<file path="config.mk">
export PLATFORM = sky130hd
export DESIGN_NAME = uart_ring_buffer_pair
export DESIGN_NICKNAME = d
export VERILOG_FILES = /design/src/hw/rtl/urbp_pkg.sv /design/src/hw/rtl/urbp_ram.sv /design/src/hw/rtl/uart_ring_buffer_pair.sv
export SDC_FILE = /design/constraint.sdc
export NUM_CORES = 1
export LEC_CHECK = 0
export ABC_AREA = 1
export BUFFER_PORTS_ARGS = -buffer_cell sky130_fd_sc_hd__buf_2
export CAP_MARGIN = 20
export CELL_PAD_IN_SITES_DETAIL_PLACEMENT = 0
export CELL_PAD_IN_SITES_GLOBAL_PLACEMENT = 1
export CORE_MARGIN = 5
export CORE_UTILIZATION = 24
export CTS_CLUSTER_DIAMETER = 30
export DETAILED_ROUTE_END_ITERATION = 6
export PLACE_DENSITY = 0.48
export SLEW_MARGIN = 20
export SYNTH_ARGS = -nofsm -noshare
export SYNTH_HDL_FRONTEND = slang
export SYNTH_HIERARCHICAL = 1
export SYNTH_SLANG_ARGS = --single-unit
</file>
<file path="constraint.sdc">
create_clock -name clk -period 3.9 [get_ports clk]
set_input_delay 0.585 -clock clk [delete_from_list [all_inputs] [get_ports clk]]
set_output_delay 0.585 -clock clk [all_outputs]
set_load 0.01 [all_outputs]
</file>
<file path="src/hw/rtl/urbp_pkg.sv">
// Shared constants, request codes and a helper function of the UART ring buffer pair.
`default_nettype none

package urbp_pkg;

    // Ring depths; each ring holds at most depth minus one bytes.
    localparam int RX_DEPTH = 32;
    localparam int TX_DEPTH = 32;

    // Pointer widths and wrap masks.
    localparam int RX_PW = $clog2(RX_DEPTH);
    localparam int TX_PW = $clog2(TX_DEPTH);
    localparam logic [RX_PW-1:0] RX_MASK = RX_PW'(RX_DEPTH - 1);
    localparam logic [TX_PW-1:0] TX_MASK = TX_PW'(TX_DEPTH - 1);

    // Fixed field widths.
    localparam int BYTE_W  = 8;
    localparam int ERR_W   = 3;
    localparam int COUNT_W = 5;

    // Last-error code for a byte dropped on a full receive ring.
    localparam logic [ERR_W-1:0] ERR_OVERFLOW = 3'b100;

    // Request codes; code 7 is unused and answers like a count request.
    typedef enum logic [2:0] {
        REQ_LINE_RX  = 3'd0,
        REQ_GET      = 3'd1,
        REQ_PEEK     = 3'd2,
        REQ_TX_WRITE = 3'd3,
        REQ_TX_READY = 3'd4,
        REQ_FLUSH    = 3'd5,
        REQ_COUNT    = 3'd6
    } req_e_t;

    // Number of bytes waiting in the receive ring, reduced to the count field.
    function automatic logic [COUNT_W-1:0] rx_fill(input logic [RX_PW-1:0] head,
                                                   input logic [RX_PW-1:0] tail);
        logic [RX_PW:0]   sum;
        logic [RX_PW-1:0] masked;
        sum    = (RX_PW + 1)'(RX_DEPTH) + {1'b0, head} - {1'b0, tail};
        masked = sum[RX_PW-1:0] & RX_MASK;
        return COUNT_W'(masked);
    endfunction

endpackage

`default_nettype wire

</file>
<file path="src/hw/rtl/urbp_ram.sv">
// Generic single-write, single-read RAM with registered read and write-to-read bypass.
`default_nettype none

module urbp_ram #(
    parameter int DEPTH = 32,
    parameter int WIDTH = 8
) (
    input  logic                     clk,
    input  logic                     wr_en,
    input  logic [$clog2(DEPTH)-1:0] wr_addr,
    input  logic [WIDTH-1:0]         wr_data,
    input  logic                     rd_en,
    input  logic [$clog2(DEPTH)-1:0] rd_addr,
    output logic [WIDTH-1:0]         rd_data
);

    localparam int AW = $clog2(DEPTH);

    logic [WIDTH-1:0] mem [DEPTH];
    logic [WIDTH-1:0] rd_data_reg;
    logic [AW-1:0]    rd_addr_w;

    assign rd_addr_w = rd_addr;

    // Write port.
    always_ff @(posedge clk)
    begin
        if (wr_en)
        begin
            mem[wr_addr] <= wr_data;
        end
    end

    // Read port; a write to the same entry in the same cycle is passed through.
    always_ff @(posedge clk)
    begin
        if (rd_en)
        begin
            if (wr_en && (wr_addr == rd_addr_w))
            begin
                rd_data_reg <= wr_data;
            end
            else
            begin
                rd_data_reg <= mem[rd_addr_w];
            end
        end
    end

    assign rd_data = rd_data_reg;

endmodule

`default_nettype wire

</file>
<file path="src/hw/rtl/uart_ring_buffer_pair.sv">
// UART receive and transmit ring buffer pair: top level.
// Timing: an accepted request goes to the request register, then to the answer register,
// which offers it until it is taken. Throughput: one request per cycle while not stalled,
// set by the single compute stage between the request register and the answer register;
// the store read for a request runs as it is accepted.
// Reset: rst_n clears pointers, last error, transmit enable and the request and answer valid flags at once.
`default_nettype none

module uart_ring_buffer_pair (
    input  logic                                clk,
    input  logic                                rst_n,
    input  logic                                req_valid,
    output logic                                req_stall,
    input  logic [2:0]                          req_type,
    input  logic [urbp_pkg::BYTE_W-1:0]         byte_in,
    input  logic                                frame_err_in,
    input  logic                                overrun_err_in,
    output logic                                rsp_valid,
    input  logic                                rsp_stall,
    output logic [urbp_pkg::BYTE_W-1:0]         byte_out,
    output logic                                byte_valid,
    output logic [urbp_pkg::ERR_W-1:0]          error_flags,
    output logic [urbp_pkg::COUNT_W-1:0]        rx_count,
    output logic                                tx_refused,
    output logic                                tx_request
);

    localparam int RX_PW  = urbp_pkg::RX_PW;
    localparam int TX_PW  = urbp_pkg::TX_PW;
    localparam int BYTE_W = urbp_pkg::BYTE_W;
    localparam int ERR_W  = urbp_pkg::ERR_W;

    // Request register.
    logic                 s1_valid_reg, s1_valid_next;
    urbp_pkg::req_e_t     s1_type_reg;
    logic [BYTE_W-1:0]    s1_byte_reg;
    logic                 s1_fe_reg;
    logic                 s1_ov_reg;

    // Ring state.
    logic [RX_PW-1:0]     rx_head_reg, rx_head_next;
    logic [RX_PW-1:0]     rx_tail_reg, rx_tail_next;
    logic [TX_PW-1:0]     tx_head_reg, tx_head_next;
    logic [TX_PW-1:0]     tx_tail_reg, tx_tail_next;
    logic [ERR_W-1:0]     last_error_reg, last_error_next;
    logic                 tx_enable_reg, tx_enable_next;

    // Answer register.
    logic                          rsp_valid_reg, rsp_valid_next;
    logic [BYTE_W-1:0]             byte_out_reg;
    logic                          byte_valid_reg;
    logic [ERR_W-1:0]              error_flags_reg;
    logic [urbp_pkg::COUNT_W-1:0]  rx_count_reg;
    logic                          tx_refused_reg;
    logic                          tx_request_reg;

    // Step results of the request in the register.
    logic [RX_PW-1:0]     rx_head_step, rx_tail_step;
    logic [TX_PW-1:0]     tx_head_step, tx_tail_step;
    logic [ERR_W-1:0]     err_step;
    logic                 en_step;
    logic [BYTE_W-1:0]    byte_step;
    logic                 valid_step;
    logic                 refused_step;
    logic                 rx_we, tx_we;

    // Ring status.
    logic [RX_PW-1:0]     rx_head_inc, rx_tail_inc;
    logic [TX_PW-1:0]     tx_head_inc, tx_tail_inc;
    logic                 rx_full, rx_empty, tx_full, tx_empty;

    // Store ports.
    logic [BYTE_W-1:0]    rx_rd_data, tx_rd_data;
    logic [RX_PW-1:0]     rx_rd_addr;
    logic [TX_PW-1:0]     tx_rd_addr;

    logic                 accept;
    logic                 advance;

    // Handshake: the request register moves on when the answer register is free or taken.
    assign advance   = s1_valid_reg && (!rsp_valid_reg || !rsp_stall);
    assign req_stall = s1_valid_reg && !advance;
    assign accept    = req_valid && !req_stall;

    assign s1_valid_next  = accept || (s1_valid_reg && !advance);
    assign rsp_valid_next = advance || (rsp_valid_reg && rsp_stall);

    // Wrapped successor pointers and ring status.
    assign rx_head_inc = RX_PW'(rx_head_reg + RX_PW'(1)) & urbp_pkg::RX_MASK;
    assign rx_tail_inc = RX_PW'(rx_tail_reg + RX_PW'(1)) & urbp_pkg::RX_MASK;
    assign tx_head_inc = TX_PW'(tx_head_reg + TX_PW'(1)) & urbp_pkg::TX_MASK;
    assign tx_tail_inc = TX_PW'(tx_tail_reg + TX_PW'(1)) & urbp_pkg::TX_MASK;
    assign rx_full  = (rx_head_inc == rx_tail_reg);
    assign rx_empty = (rx_head_reg == rx_tail_reg);
    assign tx_full  = (tx_head_inc == tx_tail_reg);
    assign tx_empty = (tx_head_reg == tx_tail_reg);

    // Request decode and state step.
    always_comb
    begin
        rx_head_step = rx_head_reg;
        rx_tail_step = rx_tail_reg;
        tx_head_step = tx_head_reg;
        tx_tail_step = tx_tail_reg;
        err_step     = last_error_reg;
        en_step      = tx_enable_reg;
        byte_step    = '0;
        valid_step   = 1'b0;
        refused_step = 1'b0;
        rx_we        = 1'b0;
        tx_we        = 1'b0;
        unique case (s1_type_reg)
            urbp_pkg::REQ_LINE_RX:
            begin
                if (!rx_full)
                begin
                    rx_we        = 1'b1;
                    rx_head_step = rx_head_inc;
                    err_step     = {1'b0, s1_ov_reg, s1_fe_reg};
                end
                else
                begin
                    err_step = urbp_pkg::ERR_OVERFLOW;
                end
            end
            urbp_pkg::REQ_GET, urbp_pkg::REQ_PEEK:
            begin
                if (!rx_empty)
                begin
                    byte_step  = rx_rd_data;
                    valid_step = 1'b1;
                    if (s1_type_reg == urbp_pkg::REQ_GET)
                    begin
                        rx_tail_step = rx_tail_inc;
                    end
                end
            end
            urbp_pkg::REQ_TX_WRITE:
            begin
                if (tx_full)
                begin
                    refused_step = 1'b1;
                end
                else
                begin
                    tx_we        = 1'b1;
                    tx_head_step = tx_head_inc;
                    en_step      = 1'b1;
                end
            end
            urbp_pkg::REQ_TX_READY:
            begin
                if (!tx_empty)
                begin
                    tx_tail_step = tx_tail_inc;
                    byte_step    = tx_rd_data;
                    valid_step   = 1'b1;
                end
                else
                begin
                    en_step = 1'b0;
                end
            end
            urbp_pkg::REQ_FLUSH:
            begin
                rx_head_step = rx_tail_reg;
            end
            default:
            begin
                // Count and the unused code only report status.
            end
        endcase
    end

    // State commits only when the request moves into the answer register.
    assign rx_head_next    = advance ? rx_head_step : rx_head_reg;
    assign rx_tail_next    = advance ? rx_tail_step : rx_tail_reg;
    assign tx_head_next    = advance ? tx_head_step : tx_head_reg;
    assign tx_tail_next    = advance ? tx_tail_step : tx_tail_reg;
    assign last_error_next = advance ? err_step : last_error_reg;
    assign tx_enable_next  = advance ? en_step : tx_enable_reg;

    // The next request reads the entry after the tail as it stands after this step.
    assign rx_rd_addr = RX_PW'(rx_tail_next + RX_PW'(1)) & urbp_pkg::RX_MASK;
    assign tx_rd_addr = TX_PW'(tx_tail_next + TX_PW'(1)) & urbp_pkg::TX_MASK;

    // Receive byte store.
    urbp_ram #(
        .DEPTH (urbp_pkg::RX_DEPTH),
        .WIDTH (BYTE_W)
    ) u_rx_ram (
        .clk     (clk),
        .wr_en   (advance && rx_we),
        .wr_addr (rx_head_inc),
        .wr_data (s1_byte_reg),
        .rd_en   (accept),
        .rd_addr (rx_rd_addr),
        .rd_data (rx_rd_data)
    );

    // Transmit byte store.
    urbp_ram #(
        .DEPTH (urbp_pkg::TX_DEPTH),
        .WIDTH (BYTE_W)
    ) u_tx_ram (
        .clk     (clk),
        .wr_en   (advance && tx_we),
        .wr_addr (tx_head_inc),
        .wr_data (s1_byte_reg),
        .rd_en   (accept),
        .rd_addr (tx_rd_addr),
        .rd_data (tx_rd_data)
    );

    // Control registers.
    always_ff @(posedge clk or negedge rst_n)
    begin
        if (!rst_n)
        begin
            s1_valid_reg   <= 1'b0;
            rsp_valid_reg  <= 1'b0;
            rx_head_reg    <= '0;
            rx_tail_reg    <= '0;
            tx_head_reg    <= '0;
            tx_tail_reg    <= '0;
            last_error_reg <= '0;
            tx_enable_reg  <= 1'b0;
        end
        else
        begin
            s1_valid_reg   <= s1_valid_next;
            rsp_valid_reg  <= rsp_valid_next;
            rx_head_reg    <= rx_head_next;
            rx_tail_reg    <= rx_tail_next;
            tx_head_reg    <= tx_head_next;
            tx_tail_reg    <= tx_tail_next;
            last_error_reg <= last_error_next;
            tx_enable_reg  <= tx_enable_next;
        end
    end

    // Request payload register.
    always_ff @(posedge clk)
    begin
        if (accept)
        begin
            s1_type_reg <= urbp_pkg::req_e_t'(req_type);
            s1_byte_reg <= byte_in;
            s1_fe_reg   <= frame_err_in;
            s1_ov_reg   <= overrun_err_in;
        end
    end

    // Answer payload register.
    always_ff @(posedge clk)
    begin
        if (advance)
        begin
            byte_out_reg    <= byte_step;
            byte_valid_reg  <= valid_step;
            error_flags_reg <= err_step;
            rx_count_reg    <= urbp_pkg::rx_fill(rx_head_step, rx_tail_step);
            tx_refused_reg  <= refused_step;
            tx_request_reg  <= en_step;
        end
    end

    assign rsp_valid   = rsp_valid_reg;
    assign byte_out    = byte_out_reg;
    assign byte_valid  = byte_valid_reg;
    assign error_flags = error_flags_reg;
    assign rx_count    = rx_count_reg;
    assign tx_refused  = tx_refused_reg;
    assign tx_request  = tx_request_reg;

endmodule

`default_nettype wire

</file>
After elaboration in Yosys (flattened, before gate mapping)
Memory sizes are Yosys's and may differ from the RTL's. A register that Yosys moved wholly into a read port is not among the register bits.
Index checks and enable logic that the tools add are counted.
{"block": "op_classes", "bitwise": 1, "n_reduce_logical": 16, "muxes": 29, "eq_ne": 9, "add_sub_neg": 8}
{"cell": "$mux 5", "n": 8}
{"cell": "$add 5x1->5 const B", "n": 6}
{"cell": "$eq 5x5->1", "n": 4}
{"cell": "$mux 8", "n": 2}
{"cell": "$pmux 8 s2", "n": 1}
{"cell": "$mux 1", "n": 13}
{"cell": "$pmux 5 s2", "n": 1}
{"cell": "$eq 3x2->1 const B", "n": 2}
{"cell": "$eq 3x3->1 const B", "n": 2}
{"cell": "$logic_and 1x1->1", "n": 6}
{"cell": "$mux 3", "n": 2}
{"cell": "$add 1x5->5 const A", "n": 1}
{"cell": "$sub 5x5->5", "n": 1}
{"cell": "$logic_not 1->1", "n": 4}
{"cell": "$pmux 1 s2", "n": 2}
{"cell": "$eq 3x1->1 const B", "n": 1}
{"cell": "$logic_not 3->1", "n": 1}
{"cell": "$logic_or 1x1->1", "n": 3}
{"cell": "$reduce_and 3->1", "n": 1}
{"cell": "$reduce_or 2->1", "n": 1}
{"cell": "$not 1->1", "n": 1}
{"block": "totals", "input_bits": 17, "n_memories": 2, "word_cells": 83, "mem_bits_rw": 512, "regBits": 58}
{"memory": "u_rx_ram.mem", "words": 32, "word_bits": 8, "read_ports": 1, "rd_ports_with_merged_regs": 1, "wr": 1, "line": "urbp_ram.sv:19", "rtl": "logic [WIDTH-1:0] mem [DEPTH];"}
{"memory": "u_tx_ram.mem", "words": 32, "word_bits": 8, "read_ports": 1, "rd_ports_with_merged_regs": 1, "wr": 1, "line": "urbp_ram.sv:19"}

Logic depth before layout (Yosys ltp)
{"block": "depth", "depth_word": 8, "mapped_depth": 24, "ltp_nobuf": 24}

Cells and area by module
Netlist, hierarchy kept.
{"module": "urbp_ram", "cells_each": 1004, "n_inst": 2, "area_each_um2": 11104.4}
{"module": "uart_ring_buffer_pair", "cells_each": 405, "n_inst": 1, "area_each_um2": 3460.8}

Worst setup path before layout
No wires, ideal clock.
{"block": "synth_timing", "path_kind": "input-to-reg", "start": "input port rsp_stall", "end": "register u_tx_ram.rd_data_reg[0] (netlist: u_tx_ram/rd_data[0]), read port of u_tx_ram.mem (data pin)", "path_buffers": 1, "stages": 19, "t_arrival_ns": 2.655, "path_slack_ns": 0.989, "path_cell_list": "nand2_1 -> nand2_1 -> clkinv_1 -> nand3_1 -> nand2_1 -> nand2_1 -> inv_1 -> ha_1 -> nand3_1 -> nand2_1 -> nand2_1 -> buf_4 -> clkinv_1 -> o22ai_1 -> nor2_1 -> nand3_2 -> inv_2 -> nand2_1 -> nand2_1"}
{"block": "synth_via", "word_cells_on_any_way": 9, "classes_between": "add/sub: 1; mux: 1; reduce/logical: 7"}
{"item": "from (decl)", "line": "uart_ring_buffer_pair.sv:19", "rtl": "input logic rsp_stall,"}
{"item": "$logic_not 1->1", "line": "uart_ring_buffer_pair.sv:81", "rtl": "assign advance = s1_valid_reg && (!rsp_valid_reg || !rsp_stall);"}
{"item": "$logic_or 1x1->1", "line": "uart_ring_buffer_pair.sv:81"}
{"item": "$logic_and 1x1->1", "line": "uart_ring_buffer_pair.sv:81"}
{"item": "$mux 5", "line": "uart_ring_buffer_pair.sv:179", "rtl": "assign tx_tail_next = advance ? tx_tail_step : tx_tail_reg;"}
{"item": "$add 5x1->5", "line": "uart_ring_buffer_pair.sv:185", "rtl": "assign tx_rd_addr = TX_PW'(tx_tail_next + TX_PW'(1)) & urbp_pkg::TX_MASK;"}
{"item": "via tx_rd_addr[0]", "line": "uart_ring_buffer_pair.sv:75", "rtl": "logic [TX_PW-1:0] tx_rd_addr;"}
{"item": "to (decl)", "line": "urbp_ram.sv:20", "rtl": "logic [WIDTH-1:0] rd_data_reg;"}
The timed path passes the listed nets, and every way through them passes these cells.
A chain may end at the register's enable or synchronous reset.

Final worst setup path
{"block": "layout_timing", "start": "register rx_tail_reg[0]", "end": "register u_rx_ram.rd_data_reg[4] (netlist: u_rx_ram/rd_data[4]), read port of u_rx_ram.mem (data pin)"}
{"block": "layout_via", "elab_chain_cells": 6, "word_cells_on_any_way": 7, "classes_between": "add/sub: 2; eq/ne: 1; mux: 4"}
{"item": "from (decl)", "line": "uart_ring_buffer_pair.sv:42", "rtl": "logic [RX_PW-1:0] rx_tail_reg, rx_tail_next;"}
{"item": "from (signal assigned)", "line": "uart_ring_buffer_pair.sv:234", "rtl": "rx_tail_reg <= rx_tail_next;"}
{"item": "$add 5x1->5", "line": "uart_ring_buffer_pair.sv:90", "rtl": "assign rx_tail_inc = RX_PW'(rx_tail_reg + RX_PW'(1)) & urbp_pkg::RX_MASK;"}
{"item": "$mux 5", "line": "uart_ring_buffer_pair.sv:132", "rtl": "if (s1_type_reg == urbp_pkg::REQ_GET)"}
{"item": "$mux 5", "line": "uart_ring_buffer_pair.sv:128", "rtl": "if (!rx_empty)"}
{"item": "$mux 5", "line": "uart_ring_buffer_pair.sv:112", "rtl": "unique case (s1_type_reg)"}
{"item": "$mux 5 (*)", "line": "uart_ring_buffer_pair.sv:177", "rtl": "assign rx_tail_next = advance ? rx_tail_step : rx_tail_reg;"}
{"item": "via rx_tail_next[0]", "line": "uart_ring_buffer_pair.sv:42"}
{"item": "$add 5x1->5 (*)", "line": "uart_ring_buffer_pair.sv:184", "rtl": "assign rx_rd_addr = RX_PW'(rx_tail_next + RX_PW'(1)) & urbp_pkg::RX_MASK;"}
{"item": "via rx_rd_addr[0]", "line": "uart_ring_buffer_pair.sv:74", "rtl": "logic [RX_PW-1:0] rx_rd_addr;"}
{"item": "to (decl)", "line": "urbp_ram.sv:20"}
Mark *: on every way through the listed nets, which the timed path passes. The rest lies on a longest branch.

==> results.yml <==
worst_hold_path:
  whs_path_depth: 1
  hold_end: "s1_ov_reg"
  worst_hold_path_type: "primary input to flip-flop"
  hold_start: "overrun_err_in"
place:
  dp_slack_ps: 137.2
  gp_congestion: 0.8054
  hpwl_um: 47440
  port_buffers: 37
grt:
  grt_pass1_wl_um: 115200
  grt_max_degree: 81
  grt_overflow: 0
  grt_pass1_vias: 18350
  grt_usage_pct: 13.56
  grt_antenna_before_repair: 4
clocking:
  cts_setup_buffers: 0
  cts_buffer_depth: 3
  cts_tree: "yes"
  root_buffer: "clkbuf_16"
  htreeDepth: 4
  insertion_delay_ps: 700
  cts.clk_slew.worst_paths_ps: 50
  clock_sinks: 586
  cts_made_buffers: 142
worst_setup_path:
  cp_data_required_time_ps: 4340
  critPathMaxFanout: 72
  cpPeakStageDelay_ps: 410
  ff2ff_setup_slack_ps: 320
  crit_path_start_kind: "flip-flop"
  cp.arrival_ps: 4020
  path_cells: "inv_1 > nand2_1 > nand2_4 > nand2_2 > a21oi_4 > nand2_4 > nand2_1 > nand3_1 > nand2_2 > clkinv_2 > clkinv_2 > buf_12 > nand2_1 > nand3_1 > nand3_1 > nand3_1 > nand3_1 > nand3_1 > nand2_1"
  cp-end-kind: "flip-flop"
  path_common_cell: "nand3_1"
  r2r-start: "rx_tail_reg[0]"
  r2r.worst_path.cells: 19
  crit_slowest_cell: "dfrtp_1"
  path_class: "flip-flop to flip-flop"
  worstReg2RegEnd: "u_rx_ram/rd_data[4]"
drt:
  wl_um: 77290
  dr_total_vias: 17900
  via_per_inst: 4.369
  drt-pass1-iter-count: 5
  wl_per_cell_um: 18.87
  drc: 0
  dr.first_iter.drc_count: 1134
  ant_nets: 0
run_status:
  outcome: "complete, no violations"
finish:
  fill_cells: 10970
  final_nets: 2606
  multi_input_area_sq_um: 6788
  area.growth.synth_to_final_pct: 27.63
  regArea_sq_um: 17470
  drive_above_1_share_pct: 14.90
  reg_top3: "u_rx_ram/mem x256, u_tx_ram/mem x256"
logic_synthesis:
  yosysTopAreaCellShare_pct: 65.51
  synth-seq-cells: 586
  synth_area_leader_cell: "edfxtp_1"
  synth.distinct_cells: 39
  syn_inst: 2413
  syn_area_sq_um: 25670
  syn_nets: 2441
  ys_seq_area_share_pct: 68.04
  yosysWarnings: 6
  netlist_top_cells_area: "edfxtp_1 (66%), nand2_1 (12%), nand3_1 (9.0%)"
  syn_area_per_cell_sq_um: 10.64
timing:
  setup_viol: 0
  finalHoldViolCount: 0
  fin_crit_ps: 3577
  skew_ps: 28.08
  whs_ps: 55.90
  tns_ps: 0
  maxSlewViolCount: 0
  rsz0062_at_grt: "false"
  worst_slew_pin_slew_ps: 967.4
  post-route-period-util_pct: 91.71
  setup_slack_ps: 323.5
  max_freq_ghz: 0.2796
  relSlewSlack_pct: 35.51
power:
  vdd.ir_drop.worst_mv: 0.5336
  power_frac_comb_pct: 34.0
  p_switching_mw: 10.90
  cellPowerDensity_nw_per_um2: 896.3
  p_int_mw: 18.46
  p_leak_nw: 12.83
  switching_share_pct: 37.12
  seq_power_share_pct: 26.1
  p_clk_share_pct: 39.9
floorplan:
  fp-row-count: 120
  initial_utilization_pct: 24.08
  die_h_um: 337.0
  core_area_sq_um: 106600
  dieWidth_um: 337.0
  dieArea_sq_um: 113600
  ios: 38
flow_run:
  drv_cap: 0
## power by group through the flow
| stage | clock network [mW] | logic, mW | registers, mW |
|---|---|---|---|
| CTS | 12.0 | 10.2 | 7.65 |
| finish | 11.7 | 9.99 | 7.65 |
| global route | 12.3 | 11.1 | 7.67 |
| detailed placement | 0 | 10.1 | 7.74 |
| global placement | 0 | 10.2 | 7.75 |
| floorplan | 0 | 6.52 | 7.65 |
## timing repair
item,4_1_cts,5_1_grt
hold endpoints to repair,28,0
resized for setup,0,2
setup endpoints to repair,0,8
hold buffers,3,0
## metrics by stage
stage          power, mW  utilization, %  instances  area (sq um)
3_3_place_gp       17.93           26.19       3834         27920
3_5_place_dp       17.89           26.19       3834         27920
2_1_floorplan      14.17               -       2413         25670
6_report           29.36           30.73       4097         32760
4_1_cts            29.84           30.72       4094         32750
5_1_grt            31.13           30.73       4094         32750
## synth_stat cells, drive strengths merged
cell and n:
or2 1, inv 202, a21oi 5, nand4 13, a22o 1, nor4 1
o21ai 35, ha 10, o21a 1, dfrtp 26, nor3 3, o22ai 11
buf 99, nand3b 2, nand2 800, nand3 467, xor2 16, nor2 124
a31oi 1, edfxtp 560, clkinv 6, a32o 8, fa 1, clkbuf 15
xnor2 5
## worst max-delay path by stage
stage	to	slack (ps)	startpoint
floorplan	u_tx_ram/rd_data[0]	990	rsp_stall
global placement	u_tx_ram/rd_data[4]	130	rsp_stall
detailed placement	u_tx_ram/rd_data[3]	140	rsp_stall
CTS	u_tx_ram/rd_data[3]	190	tx_head_reg[0]
global route	u_tx_ram/rd_data[5]	20	tx_head_reg[0]
finish	u_rx_ram/rd_data[4]	320	rx_tail_reg[0]
## layout make-up
type	instances	area share, %
flip-flops and latches	586	53.32
multi-input cells	1505	20.72
clock buffers	166	11.25
well taps	1403	5.358
repair buffers	135	3.521
clock inverters	91	3.399
inverters	208	2.414
diodes	3	0.02291
## metal layers
| metal | global-route usage, % | share of wire (%) |
|---|---|---|
| met1 | 16.89 | 43 |
| met2 | 22.86 | 49 |
| met4 | 5.633 | 3.1 |
| met5 | 0 | 0 |
| met3 | 2.937 | 4.5 |
## cell families after synthesis
logic type / Yosys count / share of synthesized area [%]
buffers and inverters: 322 / 5.620
and+or+nand+nor: 1411 / 23.50
DFF: 586 / 68.04
xor gates and xnor gates: 21 / 0.7458
adders and majority gates: 11 / 0.5654
AOI/OAI and AO/OA: 62 / 1.521
## worst max-delay path, delay by kind of cell (launching register included)
kind / cells / cell delay (ps)
AOI/OAI and AO/OA: 1 / 230
buffers and inverters: 4 / 1040
DFF: 1 / 410
and+or+nand+nor: 14 / 1540
## cells in the final DEF (no fill, tap or decap), drive strengths merged, types with 2 or more instances in the layout
cell / synthesis / final
clkinv: 6 / 62
clkbuf: 15 / 166
dfrtp: 26 / 26
nand2: 800 / 800
bufinv: 0 / 21
a32o: 8 / 8
a21oi: 5 / 5
clkinvlp: 0 / 7
o22ai: 11 / 11
inv: 202 / 209
nand3b: 2 / 2
nand4: 13 / 13
o21ai: 35 / 35
diode: 0 / 3
xor2: 16 / 16
xnor2: 5 / 5
ha: 10 / 10
nand3: 467 / 467
nor3: 3 / 3
buf: 99 / 132
edfxtp: 560 / 560
dlygate4sd3: 0 / 3
nor2: 124 / 124
Power figures use the tool's default switching activity.
